**src/nms_pkg.sv**
```systemverilog
`default_nettype none
// ============================================================================
// nms_pkg: shared types and constants for edge non-maximum suppression
// Field widths, line-store geometry, angle sector codes and the request
// record that travels from the front end through the queue to the back end.
// ============================================================================
package nms_pkg;

    // Line store geometry (LINE_MAX must be a power of two)
    localparam int LINE_MAX    = 2048;
    localparam int LINE_AW     = $clog2(LINE_MAX);
    localparam int CNT_W       = LINE_AW + 1;

    // Field widths
    localparam int MAG_W       = 16;
    localparam int ANG_W       = 13;
    localparam int FW_W        = 12;
    localparam int FH_W        = 16;
    localparam int WCMP_W      = (CNT_W > FW_W) ? CNT_W : FW_W;
    localparam int SEC_W       = 3;

    // Port widths
    localparam int CFG_IDX_W   = 1;
    localparam int CFG_DATA_W  = 16;
    localparam int S_DATA_W    = 32;
    localparam int M_DATA_W    = 16;

    // Queue between front and back end
    localparam int QUEUE_DEPTH = 2;
    localparam int QPTR_W      = $clog2(QUEUE_DEPTH);

    // Register indexes
    localparam logic [CFG_IDX_W-1:0] REG_FRAME_WIDTH  = 1'b0;
    localparam logic [CFG_IDX_W-1:0] REG_FRAME_HEIGHT = 1'b1;

    localparam logic [FW_W-1:0] WIDTH_RESET  = FW_W'(640);
    localparam logic [FH_W-1:0] HEIGHT_RESET = FH_W'(480);

    // Neighbor pair chosen by the gradient angle
    localparam logic [SEC_W-1:0] SEC_VERT = 3'd0;
    localparam logic [SEC_W-1:0] SEC_ANTI = 3'd1;
    localparam logic [SEC_W-1:0] SEC_HORZ = 3'd2;
    localparam logic [SEC_W-1:0] SEC_DIAG = 3'd3;
    localparam logic [SEC_W-1:0] SEC_KEEP = 3'd4;

    // Angle bounds in 1/16 degree
    localparam logic signed [ANG_W:0] ANG_HALF_TURN = (ANG_W+1)'(2880);
    localparam logic signed [ANG_W:0] ANG_22_5      = (ANG_W+1)'(360);
    localparam logic signed [ANG_W:0] ANG_67_5      = (ANG_W+1)'(1080);
    localparam logic signed [ANG_W:0] ANG_112_5     = (ANG_W+1)'(1800);
    localparam logic signed [ANG_W:0] ANG_157_5     = (ANG_W+1)'(2520);

    typedef struct packed {
        logic emit;   // this request releases a result
        logic last;   // released result closes the frame
        logic up;     // neighbor row above exists
        logic dn;     // neighbor row below exists
        logic lf;     // neighbor column to the left exists
        logic rt;     // neighbor column to the right exists
    } nms_flags_t;

    typedef struct packed {
        nms_flags_t             flags;
        logic [MAG_W-1:0]       mag;   // magnitude entering the window, bottom row
        logic [MAG_W-1:0]       top;   // line store, two rows up
        logic [MAG_W-1:0]       mid;   // line store, one row up
        logic [SEC_W-1:0]       sec;   // sector read from the sector line
    } nms_entry_t;

    // Fold the angle into 0..180 degrees and pick the neighbor pair
    function automatic logic [SEC_W-1:0] angle_sector(input logic signed [ANG_W-1:0] ang);
        logic signed [ANG_W:0] a;
        logic [SEC_W-1:0]      sec;
        a = {ang[ANG_W-1], ang};
        if (a < 0)
        begin
            a = a + ANG_HALF_TURN;
        end
        if (a <= ANG_22_5 || a > ANG_157_5)
        begin
            sec = SEC_VERT;
        end
        else if (a < ANG_67_5)
        begin
            sec = SEC_ANTI;
        end
        else if (a == ANG_67_5)
        begin
            sec = SEC_KEEP;
        end
        else if (a <= ANG_112_5)
        begin
            sec = SEC_HORZ;
        end
        else
        begin
            sec = SEC_DIAG;
        end
        return sec;
    endfunction

endpackage
`default_nettype wire

```
**src/nms_queue.sv**
```systemverilog
`default_nettype none
// ============================================================================
// nms_queue: short request queue between front and back end
// Registered slots with read and write pointers.
// ============================================================================
module nms_queue (
    input  logic                clk,
    input  logic                rst_n,
    input  logic                push_valid,
    output logic                push_ready,
    input  nms_pkg::nms_entry_t push_data,
    output logic                pop_valid,
    input  logic                pop_ready,
    output nms_pkg::nms_entry_t pop_data
);
    import nms_pkg::*;

    nms_entry_t        slot_reg [QUEUE_DEPTH];
    logic [QPTR_W-1:0] wr_ptr_reg, rd_ptr_reg;
    logic [QPTR_W:0]   count_reg;
    logic              push, pop;

    assign push_ready = count_reg != (QPTR_W+1)'(QUEUE_DEPTH);
    assign pop_valid  = count_reg != '0;
    assign push       = push_valid & push_ready;
    assign pop        = pop_valid & pop_ready;
    assign pop_data   = slot_reg[rd_ptr_reg];

    always_ff @(posedge clk or negedge rst_n)
    begin
        if (!rst_n)
        begin
            wr_ptr_reg <= '0;
            rd_ptr_reg <= '0;
            count_reg  <= '0;
        end
        else
        begin
            if (push)
            begin
                wr_ptr_reg <= wr_ptr_reg + QPTR_W'(1);
            end
            if (pop)
            begin
                rd_ptr_reg <= rd_ptr_reg + QPTR_W'(1);
            end
            count_reg <= count_reg + (QPTR_W+1)'(push) - (QPTR_W+1)'(pop);
        end
    end

    always_ff @(posedge clk)
    begin
        if (push)
        begin
            slot_reg[wr_ptr_reg] <= push_data;
        end
    end

endmodule
`default_nettype wire

```
**config.mk**
```make
export PLATFORM = sky130hd
export DESIGN_NAME = nms_queue
export DESIGN_NICKNAME = d
export VERILOG_FILES = /design/src/nms_pkg.sv /design/src/nms_queue.sv
export SDC_FILE = /design/constraint.sdc
export NUM_CORES = 1
export LEC_CHECK = 0
export BUFFER_PORTS_ARGS = -buffer_cell sky130_fd_sc_hd__buf_2
export CORE_AREA = 8 8 135 112
export CTS_BUF_LIST = sky130_fd_sc_hd__clkbuf_4
export CTS_CLUSTER_DIAMETER = 120
export DETAILED_ROUTE_END_ITERATION = 16
export DIE_AREA = 0 0 143 120
export PLACE_DENSITY = 0.59
export SYNTH_ARGS = -nofsm -noshare
export SYNTH_HDL_FRONTEND = slang
export SYNTH_SLANG_ARGS = --single-unit
```
**constraint.sdc**
```tcl
create_clock -name clk -period 4.7 [get_ports clk]
set_input_delay 0.94 -clock clk [delete_from_list [all_inputs] [get_ports clk]]
set_output_delay 0.94 -clock clk [all_outputs]
set_load 0.05 [all_outputs]
```
# Word-level counts from Yosys, hierarchy flattened
# Memories as Yosys holds them, arrays and structs flattened.
# Cells that the tools add are included.
# Widths: inputs -> output; s select.
[totals]
reg_bits = 4
latchBits = 0
ram_bits = 114
rom_bits = 0
inputBits = 61
word_cells = 14
n_memories = 1
[op_classes]
n_addsub = 4
mul = 0
div_mod_pow = 0
n_lt_le_gt_ge = 0
eq_ne = 1
n_shift = 0
muxes = 2
bitwise = 2
n_reduce_logical = 1
[mem_list]
columns = ["name", "depth", "width", "read_ports", "rd_ports_with_merged_regs", "wr", "line", "text"]
rows = [
  ["slot_reg", 2, 57, 1, 0, 1, "nms_queue.sv:18", "nms_entry_t slot_reg [QUEUE_DEPTH];"],
]
[op_table]
columns = ["op", "count"]
rows = [
  ["$add 1x1->1 const B", 2],
  ["$add 2x1->2", 1],
  ["$and 1x1->1", 2],
  ["$mux 1", 2],
  ["$ne 2x2->1 const B", 1],
  ["$reduce_bool 2->1", 1],
  ["$sub 2x1->2", 1],
]

# Longest topological paths before layout
[depth]
depth_word = 4
mapped_depth = 5
depth_no_buf = 5

# Least setup slack after synthesis
# OpenSTA, ideal clock, no wires.
[synth_path]
kind = "reg-to-reg"
startpoint = "register count_reg[0]"
endpoint = "memory slot_reg[0][0] (netlist bit), enable pin"
t_arrival_ns = 3.452
setup_slack_ns = 0.776
stages_incl_launch_ff = 4
path_buffers = 0
path_cell_list = "dfrtp_1 -> nand2b_1 -> nand2_1 -> nor2_1"
[synth_via]
elab_chain_len = 4
[synth_lines]
columns = ["item", "line", "text"]
rows = [
  ["start: declaration", "nms_queue.sv:20", "logic [QPTR_W:0] count_reg;"],
  ["start signal: assignment", "nms_queue.sv:47", "count_reg <= count_reg + (QPTR_W+1)'(push) - (QPTR_W+1)'(pop);"],
  ["$ne 2x2->1", "nms_queue.sv:23", "assign push_ready = count_reg != (QPTR_W+1)'(QUEUE_DEPTH);"],
  ["named net push_ready", "nms_queue.sv:10", "output logic push_ready,"],
  ["$and 1x1->1", "nms_queue.sv:25", "assign push = push_valid & push_ready;"],
  ["$mux 1", "nms_queue.sv:53", "if (push)"],
  ["$mux 1 (not written as such)", "nms_queue.sv:55", "slot_reg[wr_ptr_reg] <= push_data;"],
  ["end: declaration", "nms_queue.sv:18", ""],
]
# The timed path passes the listed nets, and every way through them passes these cells.

==> results.py <==
metrics = {
    "floorplan": {
        "die_area_um2": 17200,
        "initial_core_util": 0.337,
        "core_area_um2": 13100,
        "io_pins": 120,
        "rows": 38,
        "die_x_um": 143,
        "die_y_um": 120,
    },
    "clock_network": {
        "postCtsResizedCells": 0,
        "cts-htree-levels": 4,
        "clock-root-buffer": "clkbuf_4",
        "postCtsHoldBufs": 0,
        "cts_sinks": 118,
        "clock_path_buffers": 2,
        "numCtsBuffers": 17,
        "cts_setup_buffers": 0,
        "clkTransAtPathRegs_ps": 90,
        "cts_tree": "yes",
        "insertion_delay_ps": 480,
    },
    "global_routing": {
        "met1_usage": 0.105,
        "grt_overflow_total": 0,
        "busiest_layer": "met2",
        "use_met3": 0.0556,
        "met2_usage": 0.161,
        "grt_pass1_vias": 2567,
        "grt_pass1_wl_mm": 12.8,
        "grt_antenna_before_repair": 0,
        "grt_use_total": 0.0980,
        "grt_start_max_net_pins": 59,
    },
    "detailed_routing": {
        "drtIter0Drc": 80,
        "wl_per_cell_um": 15.5,
        "drc": 0,
        "ant_nets": 0,
        "dr.pass1.iters": 4,
        "viasPerCell": 4.30,
        "via_count": 2253,
        "routed_wl_mm": 8.14,
    },
    "yosys": {
        "seq_area_frac_synth": 0.799,
        "ys_warn_count": 0,
        "async_flop_share": 0.0339,
        "ys_ff_latch": 118,
        "synth.distinct_cells": 19,
        "avgSynthCellArea_um2": 22.2,
        "synthTopCellsByArea": "edfxtp_1 (78%), mux2_2 (9.5%), mux2_4 (6.8%), dfrtp_1 (2.3%), buf_6 (0.77%)",
        "netlist_area_um2": 4410,
        "syn_nets": 261,
        "synth_top_area_frac": 0.777,
        "synth_most_common_cell": "edfxtp_1",
        "synth_common_cells": "edfxtp_1 (114), mux2_2 (37), mux2_4 (20)",
        "synth_edf_count": 114,
        "netlist_instances": 199,
        "ys.flop_type": "edfxtp_1",
        "yosysTopAreaCell": "edfxtp_1",
    },
    "pwr": {
        "p_per_area_nw_per_um2": 714,
        "power_mw": 3.89,
        "vdd_ir_drop_max_uv": 422,
        "p_leak_nw": 2.08,
    },
    "placement": {
        "io_buffers": 119,
        "place_congestion": 0.699,
        "dpl.hpwl_mm": 5.34,
    },
    "critical_path": {
        "cpPeakStageDelay_ps": 1020,
        "cp_slowest_cell": "dfrtp_4",
        "required_ps": 3760,
        "cp_top_family": "flip-flops",
        "critical_path.cell_chain": "mux2_2, buf_2",
        "cp_max_fo": 58,
        "cp.arrival_ps": 2210,
        "critPathLaunchType": "flop",
        "path_buf_inv": 1,
        "critPathCaptureType": "output pin",
        "criticalPathCategory": "reg -> out",
    },
    "timing": {
        "slew_viol_final": 0,
        "rsz0062_at_grt": "false",
        "fmax_ghz": 0.317,
        "setup_viol": 0,
        "hold_ws_ps": 251,
        "fin_tns_setup_ps": 0,
        "slew_headroom": 0.386,
        "worst_pin_slew_ps": 920,
        "hold_violations": 0,
        "clock_skew_ps": 10.8,
        "period_needed_ps": 3150,
        "fin_crit_sh": 0.670,
    },
    "job": {
        "drv_cap": 0,
    },
    "final_layout": {
        "antennaDiodeCount": 0,
        "final_util": 0.417,
        "drive_gt1_frac": 0.608,
        "largest_reg_flops": 114,
        "nets": 395,
        "synthToLayoutAreaGrowth_pct": 23.8,
    },
    "min_path": {
        "hold_class": "in -> async",
    },
    "outcome": {
        "status": "finished clean",
    },
}
## worst register-to-register path, cell delays in order (launching register included)
cell	delay, ps
dfrtp_1	450
nand2b_1	190
and3_2	730
buf_4	470
## worst paths after layout
path,to,start,depth (start not counted),slack (ps)
setup reg to reg,slot_reg[1][55],count_reg[0],3,2510
min in group clk,wr_ptr_reg,wr_ptr_reg,1,550
hold / removal,count_reg[0],rst_n,1,250
setup / recovery,pop_data[1],rd_ptr_reg,2,1550
hold reg to reg,wr_ptr_reg,wr_ptr_reg,1,550
max in group asynchronous,rd_ptr_reg,rst_n,1,4310
## placed cells by master, fill, tap and decap left out, drive strengths merged
cell type  Yosys  layout
nand2          2       2
nand2b         1       1
and3           1       1
a21bo          1       1
edfxtp       114     114
dfrtp          4       4
nor2           3       3
a211oi         1       1
nor2b          1       1
nand3          1       1
xnor2          3       3
or2            1       1
mux2          57      57
o21ai          1       1
bufinv         0       2
clkinvlp       0       3
a32oi          1       1
buf            6     121
clkinv         0       7
clkbuf         0      18
ha             1       1
## where the power goes
part	switching (mW)	internal [mW]	total, mW
combinational	1.13	0.491	1.62
sequential	0.175	1.44	1.61
clock	0.351	0.306	0.657
total	1.66	2.24	3.89
## metrics by stage
step           instances  cell area [um2]  setup WS [ps]
3_3_place_gp         494             5210           2040
4_1_cts              524             5460           1470
6_report             524             5460           1550
2_1_floorplan        199             4410            776
5_1_grt              524             5460           1400
3_5_place_dp         494             5210           2020
## area by class of cell
| class | instances | area, um2 |
|---|---|---|
| fill | 1213 | 7620 |
| tap | 180 | 225 |
| clock buffer | 18 | 135 |
| sequential | 118 | 3530 |
| clock inverter | 12 | 114 |
| timing repair buffer | 121 | 611 |
| multi-input combinational | 75 | 845 |
## cell families after synthesis
family                     Yosys count  share of synthesized area
muxes                               57                      0.163
adders and majority gates            1                    0.00284
xor gates and xnor gates             3                    0.00596
and+or+nand+nor                     10                     0.0111
buffers and inverters                6                     0.0111
DFF                                118                      0.799
AOI/OAI and AO/OA                    4                    0.00710
## routing by layer
metal | routed length [um] | vias to the layer above
li1 | - | 1060
met1 | 3290 | 1109
met2 | 4030 | 76
met3 | 729 | 8
met4 | 82 | 0
met5 | 0 | -
Note: power is estimated with default switching activity, not from simulation.
