--- config.mk ---
export PLATFORM = sky130hd
export DESIGN_NAME = nms_back
export DESIGN_NICKNAME = d
export VERILOG_FILES = /design/src/nms_pkg.sv /design/src/nms_back.sv
export SDC_FILE = /design/constraint.sdc
export NUM_CORES = 1
export LEC_CHECK = 0
export BUFFER_PORTS_ARGS = -buffer_cell sky130_fd_sc_hd__buf_2
export CAP_MARGIN = 30
export CORE_UTILIZATION = 64
export DETAILED_ROUTE_END_ITERATION = 16
export PLACE_DENSITY = 0.91
export SLEW_MARGIN = 20
export SYNTH_ARGS = -nofsm -noshare
export SYNTH_HDL_FRONTEND = slang
export SYNTH_SLANG_ARGS = --single-unit
--- constraint.sdc ---
create_clock -name clk -period 4.6 [get_ports clk]
set_input_delay 0.23 -clock clk [delete_from_list [all_inputs] [get_ports clk]]
set_output_delay 0.23 -clock clk [all_outputs]
set_load 0.02 [all_outputs]
--- src/nms_pkg.sv ---
`default_nettype none
// ============================================================================
// nms_pkg: shared types and constants for edge non-maximum suppression
// Field widths, line-store geometry, angle sector codes and the request
// record that travels from the front end through the queue to the back end.
// ============================================================================
package nms_pkg;

    // Line store geometry (LINE_MAX must be a power of two)
    localparam int LINE_MAX    = 2048;
    localparam int LINE_AW     = $clog2(LINE_MAX);
    localparam int CNT_W       = LINE_AW + 1;

    // Field widths
    localparam int MAG_W       = 16;
    localparam int ANG_W       = 13;
    localparam int FW_W        = 12;
    localparam int FH_W        = 16;
    localparam int WCMP_W      = (CNT_W > FW_W) ? CNT_W : FW_W;
    localparam int SEC_W       = 3;

    // Port widths
    localparam int CFG_IDX_W   = 1;
    localparam int CFG_DATA_W  = 16;
    localparam int S_DATA_W    = 32;
    localparam int M_DATA_W    = 16;

    // Queue between front and back end
    localparam int QUEUE_DEPTH = 2;
    localparam int QPTR_W      = $clog2(QUEUE_DEPTH);

    // Register indexes
    localparam logic [CFG_IDX_W-1:0] REG_FRAME_WIDTH  = 1'b0;
    localparam logic [CFG_IDX_W-1:0] REG_FRAME_HEIGHT = 1'b1;

    localparam logic [FW_W-1:0] WIDTH_RESET  = FW_W'(640);
    localparam logic [FH_W-1:0] HEIGHT_RESET = FH_W'(480);

    // Neighbor pair chosen by the gradient angle
    localparam logic [SEC_W-1:0] SEC_VERT = 3'd0;
    localparam logic [SEC_W-1:0] SEC_ANTI = 3'd1;
    localparam logic [SEC_W-1:0] SEC_HORZ = 3'd2;
    localparam logic [SEC_W-1:0] SEC_DIAG = 3'd3;
    localparam logic [SEC_W-1:0] SEC_KEEP = 3'd4;

    // Angle bounds in 1/16 degree
    localparam logic signed [ANG_W:0] ANG_HALF_TURN = (ANG_W+1)'(2880);
    localparam logic signed [ANG_W:0] ANG_22_5      = (ANG_W+1)'(360);
    localparam logic signed [ANG_W:0] ANG_67_5      = (ANG_W+1)'(1080);
    localparam logic signed [ANG_W:0] ANG_112_5     = (ANG_W+1)'(1800);
    localparam logic signed [ANG_W:0] ANG_157_5     = (ANG_W+1)'(2520);

    typedef struct packed {
        logic emit;   // this request releases a result
        logic last;   // released result closes the frame
        logic up;     // neighbor row above exists
        logic dn;     // neighbor row below exists
        logic lf;     // neighbor column to the left exists
        logic rt;     // neighbor column to the right exists
    } nms_flags_t;

    typedef struct packed {
        nms_flags_t             flags;
        logic [MAG_W-1:0]       mag;   // magnitude entering the window, bottom row
        logic [MAG_W-1:0]       top;   // line store, two rows up
        logic [MAG_W-1:0]       mid;   // line store, one row up
        logic [SEC_W-1:0]       sec;   // sector read from the sector line
    } nms_entry_t;

    // Fold the angle into 0..180 degrees and pick the neighbor pair
    function automatic logic [SEC_W-1:0] angle_sector(input logic signed [ANG_W-1:0] ang);
        logic signed [ANG_W:0] a;
        logic [SEC_W-1:0]      sec;
        a = {ang[ANG_W-1], ang};
        if (a < 0)
        begin
            a = a + ANG_HALF_TURN;
        end
        if (a <= ANG_22_5 || a > ANG_157_5)
        begin
            sec = SEC_VERT;
        end
        else if (a < ANG_67_5)
        begin
            sec = SEC_ANTI;
        end
        else if (a == ANG_67_5)
        begin
            sec = SEC_KEEP;
        end
        else if (a <= ANG_112_5)
        begin
            sec = SEC_HORZ;
        end
        else
        begin
            sec = SEC_DIAG;
        end
        return sec;
    endfunction

endpackage
`default_nettype wire

--- src/nms_back.sv ---
`default_nettype none
// ============================================================================
// nms_back: window and suppression decision
// Shifts each request into the 3x3 magnitude window, compares the center
// against the chosen neighbor pair and holds the result for the output.
// ============================================================================
module nms_back (
    input  logic                           clk,
    input  logic                           rst_n,
    input  logic                           q_valid,
    output logic                           q_ready,
    input  nms_pkg::nms_entry_t            q_data,
    output logic                           out_valid,
    input  logic                           out_ready,
    output logic [nms_pkg::M_DATA_W-1:0]   out_value,
    output logic                           out_last
);
    import nms_pkg::*;

    // win_reg[row][0] is the left-hand column, win_reg[row][1] the center column
    logic [MAG_W-1:0]    win_reg [3][2];
    logic [SEC_W-1:0]    sec_hold_reg;
    logic                out_valid_reg;
    logic [M_DATA_W-1:0] out_value_reg;
    logic                out_last_reg;

    logic                pop;
    logic [MAG_W-1:0]    cm;
    logic                sup;
    nms_flags_t          f;

    assign f       = q_data.flags;
    assign q_ready = ~f.emit | ~out_valid_reg | out_ready;
    assign pop     = q_valid & q_ready;
    assign cm      = win_reg[1][1];

    always_comb
    begin
        case (sec_hold_reg)
            SEC_VERT:
            begin
                sup = (f.up && cm < win_reg[0][1]) || (f.dn && cm < win_reg[2][1]);
            end
            SEC_ANTI:
            begin
                sup = (f.up && f.rt && cm < q_data.top) || (f.dn && f.lf && cm < win_reg[2][0]);
            end
            SEC_HORZ:
            begin
                sup = (f.lf && cm < win_reg[1][0]) || (f.rt && cm < q_data.mid);
            end
            SEC_DIAG:
            begin
                sup = (f.up && f.lf && cm < win_reg[0][0]) || (f.dn && f.rt && cm < q_data.mag);
            end
            default:
            begin
                sup = 1'b0;
            end
        endcase
    end

    always_ff @(posedge clk or negedge rst_n)
    begin
        if (!rst_n)
        begin
            for (int k = 0; k < 3; k++)
            begin
                win_reg[k][0] <= '0;
                win_reg[k][1] <= '0;
            end
            sec_hold_reg  <= SEC_VERT;
            out_valid_reg <= 1'b0;
        end
        else
        begin
            if (pop)
            begin
                for (int k = 0; k < 3; k++)
                begin
                    win_reg[k][0] <= win_reg[k][1];
                end
                win_reg[0][1] <= q_data.top;
                win_reg[1][1] <= q_data.mid;
                win_reg[2][1] <= q_data.mag;
                sec_hold_reg  <= q_data.sec;
            end
            if (pop && f.emit)
            begin
                out_valid_reg <= 1'b1;
            end
            else if (out_ready)
            begin
                out_valid_reg <= 1'b0;
            end
        end
    end

    always_ff @(posedge clk)
    begin
        if (pop && f.emit)
        begin
            out_value_reg <= sup ? '0 : M_DATA_W'(cm);
            out_last_reg  <= f.last;
        end
    end

    assign out_valid = out_valid_reg;
    assign out_value = out_value_reg;
    assign out_last  = out_last_reg;

endmodule
`default_nettype wire

## Word-level counts from Yosys, hierarchy flattened

Index checks and enable logic that the tools add are counted.

- Multiplexer cells: 3
- Reduce and logical (&&, ||, !) cells: 19
- Order comparisons: 8
- Eq/ne operators: 3
- Bitwise operators: 5

Operator list:

| cell | count |
|---|---|
| $lt 16x16->1 | 8 |
| $logic_and 1x1->1 | 13 |
| $eq 3x2->1 const B | 2 |
| $logic_or 1x1->1 | 4 |
| $pmux 1 s4 | 1 |
| $eq 3x1->1 const B | 1 |
| $logic_not 3->1 | 1 |
| $mux 1 | 2 |
| $not 1->1 | 2 |
| $or 1x1->1 | 2 |
| $reduce_bool 2->1 | 1 |
| $and 1x1->1 | 1 |

- Input bits: 61
- Logic and storage cells: 48
- Output and inout port bits: 19
- Register bits after elaboration: 117

## Logic depth before layout (Yosys ltp)

Gate-level depths: netlist (run 1).

- Depth after elaboration: 6
- Mapped depth: 9
- Gate-level depth less buffers: 8

## Worst setup path after synthesis (run 1)

Ideal clock, no wire load.

- Path type: reg2reg
- From: register win_reg (netlist bit cm[2])
- To: register out_value_reg[10], in the netlist out_value[10], data pin
- Slack: 2.232 ns
- Arrival: 2.104 ns
- Period minus slack after synthesis: 2.368 ns
- Cell stages (with the launch flop): 9
- Setup time: 0.263 ns
- Data required time: 4.337 ns
- Buffers on the path: 1
- Cells stage by stage: dfrtp_1 > ha_1 > a211oi_1 > o21ai_1 > a211oi_1 > o41ai_2 > a211oi_2 > buf_6 > a221oi_2

- Word-level cells in the longest chain between the ends: 4
- Elaborated cells between the ends (all ways): 21
- Classes of those cells: order compare (8); mux (1); reduce/logical (12)

RTL lines:

| what | RTL line | RTL |
|---|---|---|
| from (decl) | nms_back.sv:21 | `logic [MAG_W-1:0] win_reg [3][2];` |
| from (signal, indexed assignment) | nms_back.sv:81 | `win_reg[k][0] <= win_reg[k][1];` |
| $lt 16x16->1 (on tied branches) | n/a |  |
| $logic_and 1x1->1 (on tied branches) | n/a |  |
| $logic_or 1x1->1 (on tied branches) | n/a |  |
| $pmux 1 s4 (*) | nms_back.sv:39 | `case (sec_hold_reg)` |
| to (signal assigned) | nms_back.sv:103 | `out_value_reg <= sup ? '0 : M_DATA_W'(cm);` |
| to (decl) | nms_back.sv:24 | `logic [M_DATA_W-1:0] out_value_reg;` |

Mark *: on every way between the ends. The rest lies on a longest branch, timed or not.
A chain may end at the register's enable or synchronous reset.

## Worst setup path in the final report (run 1)

- From: register win_reg (netlist bit cm[9])
- To: register out_value_reg[1], in the netlist out_value[1], data pin

The elaborated chain is that of the path after synthesis.

==> results.sh, run 1 <==
export IMPL_cts_inserted_buffers=17
export IMPL_cts_resized=0
export IMPL_synth_seq_area_share_pct=40.66
export IMPL_detail_route_vias_per_cell=6.104
export IMPL_pre_cts_ws_ns=1.722
export IMPL_arrival_ns=3.38
export IMPL_cp_data_required_time_ns=4.81
export IMPL_num_rows=38
export IMPL_status="complete, no violations"
export IMPL_post_drt_wl_per_cell_um=18.19
export IMPL_clk_latency_ns=0.42
export IMPL_setup_tns_final_ns=0
export IMPL_slew_headroom_pct=45.33
export IMPL_start_util_pct=66.90
export IMPL_min_path_type="input port to flop"
export IMPL_path_max_fanout=16
export IMPL_vias=6391
export IMPL_tritoncts="yes"
export IMPL_overflow=0
export IMPL_largest_reg_flops=80
export IMPL_crit_chain="ha_1 > a21oi_1 > o21ai_0 > o21ai_0 > o21ai_0 > nand4_2 > a221oi_1"
export IMPL_synthTopCellsByArea="dfrtp_1, ha_1, o21ai_0"
export IMPL_h_tree_depth=4
export IMPL_drtIter0Drc=513
export IMPL_startpoint_type="flop"
export IMPL_finalHoldViolations=0
export IMPL_maxSlewViolCount=0
export IMPL_max_stage_delay_ns=0.57
export IMPL_synth_avg_cell_area_um2=9.115
export IMPL_grt_pass1_wl_um=30770
export IMPL_io_buffers=79
export IMPL_yosysTopAreaCellShare_pct=33.77
export IMPL_vdd_drop_max_mv=0.4260
export IMPL_fill_cells=696
export IMPL_leakage_nw=4.361
export IMPL_ys_ff_latch=117
export IMPL_yosys_warnings=0
export IMPL_crit_type="flop to flop"
export IMPL_drc=0
export IMPL_track_usage_pct=34.69
export IMPL_die_h_um=109.6
export IMPL_cts_hold_buf=2
export IMPL_num_antenna_cells=0
export IMPL_area_growth_pct=15.20
export IMPL_antenna_found_initial=1
export IMPL_ys_types=48
export IMPL_finalSetupViolCount=0
export IMPL_skew_ns=0.01024
export IMPL_maxCapViolations=0
export IMPL_worst_slack_ns=1.431
export IMPL_tightest_slew_ns=0.8201
export IMPL_dp_hpwl_um=12790
export IMPL_cp_common_cell="o21ai_0"
export IMPL_fin_crit_sh_pct=68.90
export IMPL_drive_above_1_share_pct=15.21
export IMPL_clock_sinks=117
export IMPL_slowest_stage="nand4_2"
export IMPL_num_io_pins=80
export IMPL_grt_pass1_vias=6562
export IMPL_fmax_mhz=315.5
export IMPL_first_pass_iters=5
export IMPL_final_nets=1075
export IMPL_core_area_mm2=0.01108
export IMPL_synthCells=813
export IMPL_rsz0062_at_grt="no"
export IMPL_p_per_area_mw_per_mm2=414.8
export IMPL_die_area_mm2=0.01201
export IMPL_cts_clk_slew_worst_paths_ns=0.06
export IMPL_die_width_um=109.6
export IMPL_syn_nets=994
export IMPL_end_kind="flop"
export IMPL_clk_root_buffer_cell="clkbuf_16"
export IMPL_cts_path_max_buffers=2
export IMPL_post_cts_buffers=0
export IMPL_grt_max_degree=91
export IMPL_gp_congestion=0.9037
export IMPL_yosys_area_top_type="dfrtp_1"
export IMPL_netlist_area_mm2=0.007411
export IMPL_final_min_clock_period_ns=3.169
export IMPL_finalWirelength_um=19050
export IMPL_postRouteAntennaNets=0
per-layer routing:
metal	vias to the layer above	wire length [um]	track usage, %
met4	2	1088	24.38
met1	2985	7448	39.46
met3	115	1281	7.647
li1	2945	-	-
met2	344	9218	58.00
met5	-	10	0
layout by cell type (no fill, tap or decap), types with 17 or more instances in the layout:
master,n
a21oi_1,35
dfrtp_1,100
edfxtp_1,17
inv_1,141
ha_1,120
buf_2,78
o21ai_0,116
nor2_1,20
nand2_1,126
clkbuf_16,17
critical path, delay by kind of cell, from the launching register on:
kind | cells | cell delay, ns
AO/OA/AOI/OAI | 5 | 1.46
AND/OR/NAND/NOR | 1 | 0.57
flip-flops | 1 | 0.55
adder cells (fa/ha/maj) | 1 | 0.38
through the flow:
stage          hold slack [ns]  utilization [%]  total power, mW  instances  area [um2]
6_report               0.01080            77.06            3.541       1047        8537
5_1_grt                0.01180            77.06            3.707       1047        8537
3_3_place_gp            0.3634            71.41            2.061       1013        7911
4_1_cts               0.004616            77.06            3.523       1047        8537
3_5_place_dp            0.3641            71.41            2.116       1013        7911
2_1_floorplan         -0.06559                -            1.861        813        7411
worst paths after layout:
path / cells past startpoint / end / slack [ns] / from
hold / removal: 2 / out_valid$_DFFE_PN0P_ / 0.01 / out_ready
setup / recovery: 7 / out_value[1]$_SDFFCE_PP0P_ / 1.43 / cm[9]$_DFFE_PN0P_
max in group asynchronous: 3 / win_reg[63]$_DFFE_PN0P_ / 3.14 / rst_n
min in group asynchronous: 2 / win_reg[80]$_DFFE_PN0P_ / 0.44 / rst_n
hold reg to reg: 2 / win_reg[27]$_DFFE_PN0P_ / 0.48 / win_reg[27]$_DFFE_PN0P_
setup reg to reg: 7 / out_value[1]$_SDFFCE_PP0P_ / 1.43 / cm[9]$_DFFE_PN0P_
cell type report:
| class | instances | area (um2) | share of cell area (%) |
|---|---|---|---|
| well taps | 140 | 175.2 | 2.052 |
| multi-input cells | 529 | 3744 | 43.85 |
| clock inverters | 12 | 158.9 | 1.861 |
| flip-flops and latches | 117 | 3013 | 35.29 |
| repair buffers | 88 | 470.5 | 5.511 |
| inverters | 141 | 529.3 | 6.200 |
| clock buffers | 20 | 446.7 | 5.232 |
logic make-up after synthesis:
group | count (synthesis) | share of synthesized area (%)
mux | 8 | 1.216
compound gates | 210 | 17.58
flops | 117 | 40.66
fa+ha+maj | 120 | 20.26
simple gates | 191 | 11.36
buf+inv | 167 | 8.931
report_power, final:
part | leakage (nW) | internal [mW] | switching (mW) | total (mW)
registers | 1.40 | 1.19 | 0.129 | 1.31
logic | 2.67 | 0.332 | 0.515 | 0.847
clock network | 0.296 | 0.909 | 0.470 | 1.38
total | 4.36 | 2.43 | 1.11 | 3.54
cells in the mapped netlist, drive strengths merged:
library cell	number
a221oi	17
or3	3
a22oi	2
nand2	127
nor2	20
dfrtp	100
nand3b	1
clkbuf	16
a21oi	35
edfxtp	17
o211a	1
a211o	2
nand2b	3
mux2	8
nor2b	6
buf	10
a32o	1
o211ai	1
a21boi	1
ha	120
nand3	5
a41oi	1
a21o	8
nor3	5
a2111oi	2
nand4	11
inv	141
o21a	1
o22ai	2
o2111ai	2
nor3b	2
o31ai	1
nand4b	2
o41ai	1
o21ai	121
a211oi	11
and3	2
and4	3
and3b	1
No activity file was read; power rests on OpenSTA's default activity.
==> run 2, diff against run 1 <==
ABC_AREA = 1   (was default)
CORE_UTILIZATION = 54   (was 64)
PLACE_DENSITY = 0.82   (was 0.91)
clock period = 2.8 ns   (was 4.6 ns; I/O delays follow)
==> run 2 against run 1 <==
- clock power increased by 58%
- worst hold slack lost 0.0029 ns
- power increased by 59%
- routed wire length shrank 12%
- sequential cell count unchanged
- sequential share of layout area is 1.3 points lower
- critical path type unchanged
- largest cell class unchanged
- largest power group unchanged
==> results.sh, run 2 <==
export IMPL_start_util_pct=56.23
export IMPL_detail_route_vias_per_cell=5.233
export IMPL_yosys_area_top_type="dfrtp_1"
export IMPL_fmax_mhz=408.8
export IMPL_worst_slack_ns=0.3537
export IMPL_final_min_clock_period_ns=2.446
export IMPL_die_area_mm2=0.01443
export IMPL_end_kind="flop"
export IMPL_netlist_area_mm2=0.007535
export IMPL_syn_nets=1113
export IMPL_antenna_found_initial=0
export IMPL_dp_hpwl_um=12210
export IMPL_worstHoldEndpoint="cm[15]$_DFFE_PN0P_"
export IMPL_ys_ff_latch=117
export IMPL_die_width_um=120.1
export IMPL_finalHoldViolations=0
export IMPL_clk_latency_ns=0.42
export IMPL_crit_chain="ha_1 > nand3_1 > nor2_1 > o21ai_0 > nand3_1 > nor2_1 > nand2_1 > nand2_1 > nand2_2 > nand2_4 > nor3_1"
export IMPL_drive_above_1_share_pct=12.86
export IMPL_maxSlewViolCount=0
export IMPL_io_buffers=79
export IMPL_num_antenna_cells=0
export IMPL_synthTopCellsByArea="dfrtp_1, ha_1, nand2_1"
export IMPL_crit_type="flop to flop"
export IMPL_postRouteAntennaNets=0
export IMPL_grt_max_degree=83
export IMPL_skew_ns=0.005767
export IMPL_track_usage_pct=25.70
export IMPL_startpoint_type="flop"
export IMPL_rsz0062_at_grt="no"
export IMPL_num_io_pins=80
export IMPL_r2r_setup_slack_ns=0.35
export IMPL_postLayoutCoreUtil_pct=66.22
export IMPL_path_max_fanout=16
export IMPL_drc=0
export IMPL_ff2ff_path_depth=11
export IMPL_yosys_warnings=0
export IMPL_clock_sinks=117
export IMPL_synthCells=932
export IMPL_vias=6374
export IMPL_arrival_ns=2.69
export IMPL_grt_pass1_wl_um=28660
export IMPL_max_stage_delay_ns=0.54
export IMPL_final_nets=1210
export IMPL_finalWirelength_um=16780
export IMPL_synth_common_cells="nand2_1, inv_1, ha_1, o21ai_0, dfrtp_1"
export IMPL_synth_seq_area_share_pct=39.99
export IMPL_slowest_stage="dfrtp_1"
export IMPL_pre_cts_ws_ns=0.4736
export IMPL_fin_crit_sh_pct=87.37
export IMPL_grt_pass1_vias=6286
export IMPL_die_h_um=120.1
export IMPL_clk_root_buffer_cell="clkbuf_16"
export IMPL_overflow=0
export IMPL_post_drt_wl_per_cell_um=13.78
export IMPL_setup_tns_final_ns=0
export IMPL_tightest_slew_ns=0.7729
export IMPL_synthFlopType="dfrtp_1"
export IMPL_area_growth_pct=17.77
export IMPL_cts_clk_slew_worst_paths_ns=0.06
export IMPL_final_cell_mix="nand2_1, inv_1, ha_1, o21ai_0, dfrtp_1"
export IMPL_r2r_end="out_value[0]$_SDFFCE_PP0P_"
export IMPL_h_tree_depth=4
export IMPL_cts_resized=0
export IMPL_min_path_type="input port to flop"
export IMPL_holdPathStages=3
export IMPL_ys_types=27
export IMPL_final_common_cell="nand2_1"
export IMPL_cp_data_required_time_ns=3.04
export IMPL_core_area_mm2=0.01340
export IMPL_async_flop_share_pct=85.47
export IMPL_maxCapViolations=0
export IMPL_synth_enable_flop_cells=17
export IMPL_synth_avg_cell_area_um2=8.084
export IMPL_hp_start="q_data[18]"
export IMPL_post_cts_buffers=0
export IMPL_gp_congestion=0.8706
export IMPL_drtIter0Drc=518
export IMPL_vdd_drop_max_mv=0.4101
export IMPL_yosysTopAreaCellShare_pct=33.21
export IMPL_leakage_nw=4.788
export IMPL_status="complete, no violations"
export IMPL_num_rows=42
export IMPL_p_per_area_mw_per_mm2=633.1
export IMPL_cts_path_max_buffers=2
export IMPL_tritoncts="yes"
export IMPL_first_pass_iters=5
export IMPL_r2r_start="cm[15]$_DFFE_PN0P_"
export IMPL_finalSetupViolCount=0
export IMPL_largest_reg_flops=80
export IMPL_slew_headroom_pct=48.48
export IMPL_synth_most_common_cell="nand2_1"
export IMPL_cts_hold_buf=16
export IMPL_cts_inserted_buffers=17
-- run 2: changes by cell type after synthesis, sizes merged, moves of 9 or more --
| cell | before | now |
|---|---|---|
| nand2 | 127 | 240 |
| o21ai | 121 | 107 |
| nand4 | 11 | 2 |
| inv | 141 | 183 |
| a221oi | 17 | 0 |
| nor3 | 5 | 31 |
| nor2 | 20 | 38 |
-- run 2: power by group --
| group | switching (mW) | leakage, nW | internal [mW] |
|---|---|---|---|
| combinational | 0.788 | 3.12 | 0.524 |
| sequential | 0.188 | 1.39 | 1.94 |
| clock | 0.792 | 0.277 | 1.39 |
-- run 2: critical path: cells and delay by family, from the launching register on --
family / cells / cell delay, ns
DFF: 1 / 0.54
AOI/OAI and AO/OA: 1 / 0.18
and+or+nand+nor: 9 / 1.14
adders and majority gates: 1 / 0.41
-- run 2: kinds of logic (layout without fill, tap and decap cells) --
kind of cell	Yosys count	count (layout)	share of synthesized area, %
AO/OA/AOI/OAI	158	158	10.83
AND/OR/NAND/NOR	330	330	18.57
adder cells (fa/ha/maj)	120	120	19.93
multiplexers	1	1	0.1494
buffers and inverters	206	316	10.54
flip-flops	117	117	39.99
-- run 2: worst max path at each step --
stage	to	start
2_1_floorplan	out_value[10]$_SDFFCE_PP0P_	cm[11]$_DFFE_PN0P_
3_3_place_gp	out_value[1]$_SDFFCE_PP0P_	cm[15]$_DFFE_PN0P_
3_5_place_dp	out_value[0]$_SDFFCE_PP0P_	cm[5]$_DFFE_PN0P_
4_1_cts	out_value[0]$_SDFFCE_PP0P_	cm[15]$_DFFE_PN0P_
5_1_grt	out_value[0]$_SDFFCE_PP0P_	cm[15]$_DFFE_PN0P_
6_report	out_value[0]$_SDFFCE_PP0P_	cm[15]$_DFFE_PN0P_
-- run 2: through the flow --
| step | hold slack (ns) | instance area, um2 | std cells | total power [mW] |
|---|---|---|---|---|
| global route | 0.02249 | 8874 | 1218 | 5.969 |
| global placement | 0.2142 | 8123 | 1170 | 3.345 |
| detailed placement | 0.2130 | 8123 | 1170 | 3.422 |
| finish | 0.007925 | 8874 | 1218 | 5.618 |
| CTS | 0.001161 | 8874 | 1218 | 5.637 |
| floorplan | -0.1556 | 7535 | 932 | 3.027 |
-- run 2: metal layers --
metal	part of all wire [%]	wire length (um)	global-route usage, %
met4	3.6	600	12.19
met5	0	0	0
met1	44	7429	32.17
met2	47	7960	41.81
met3	4.7	788	6.036
-- run 2: final cells by class --
type                       instances  area, um2
fill                            1073       4527
clock buffer                      18      429.2
sequential                       117       3013
inverter                         183      686.9
clock inverter                    14      161.4
multi-input combinational        609       3735
tap                              176      220.2
timing repair buffer             101      628.1
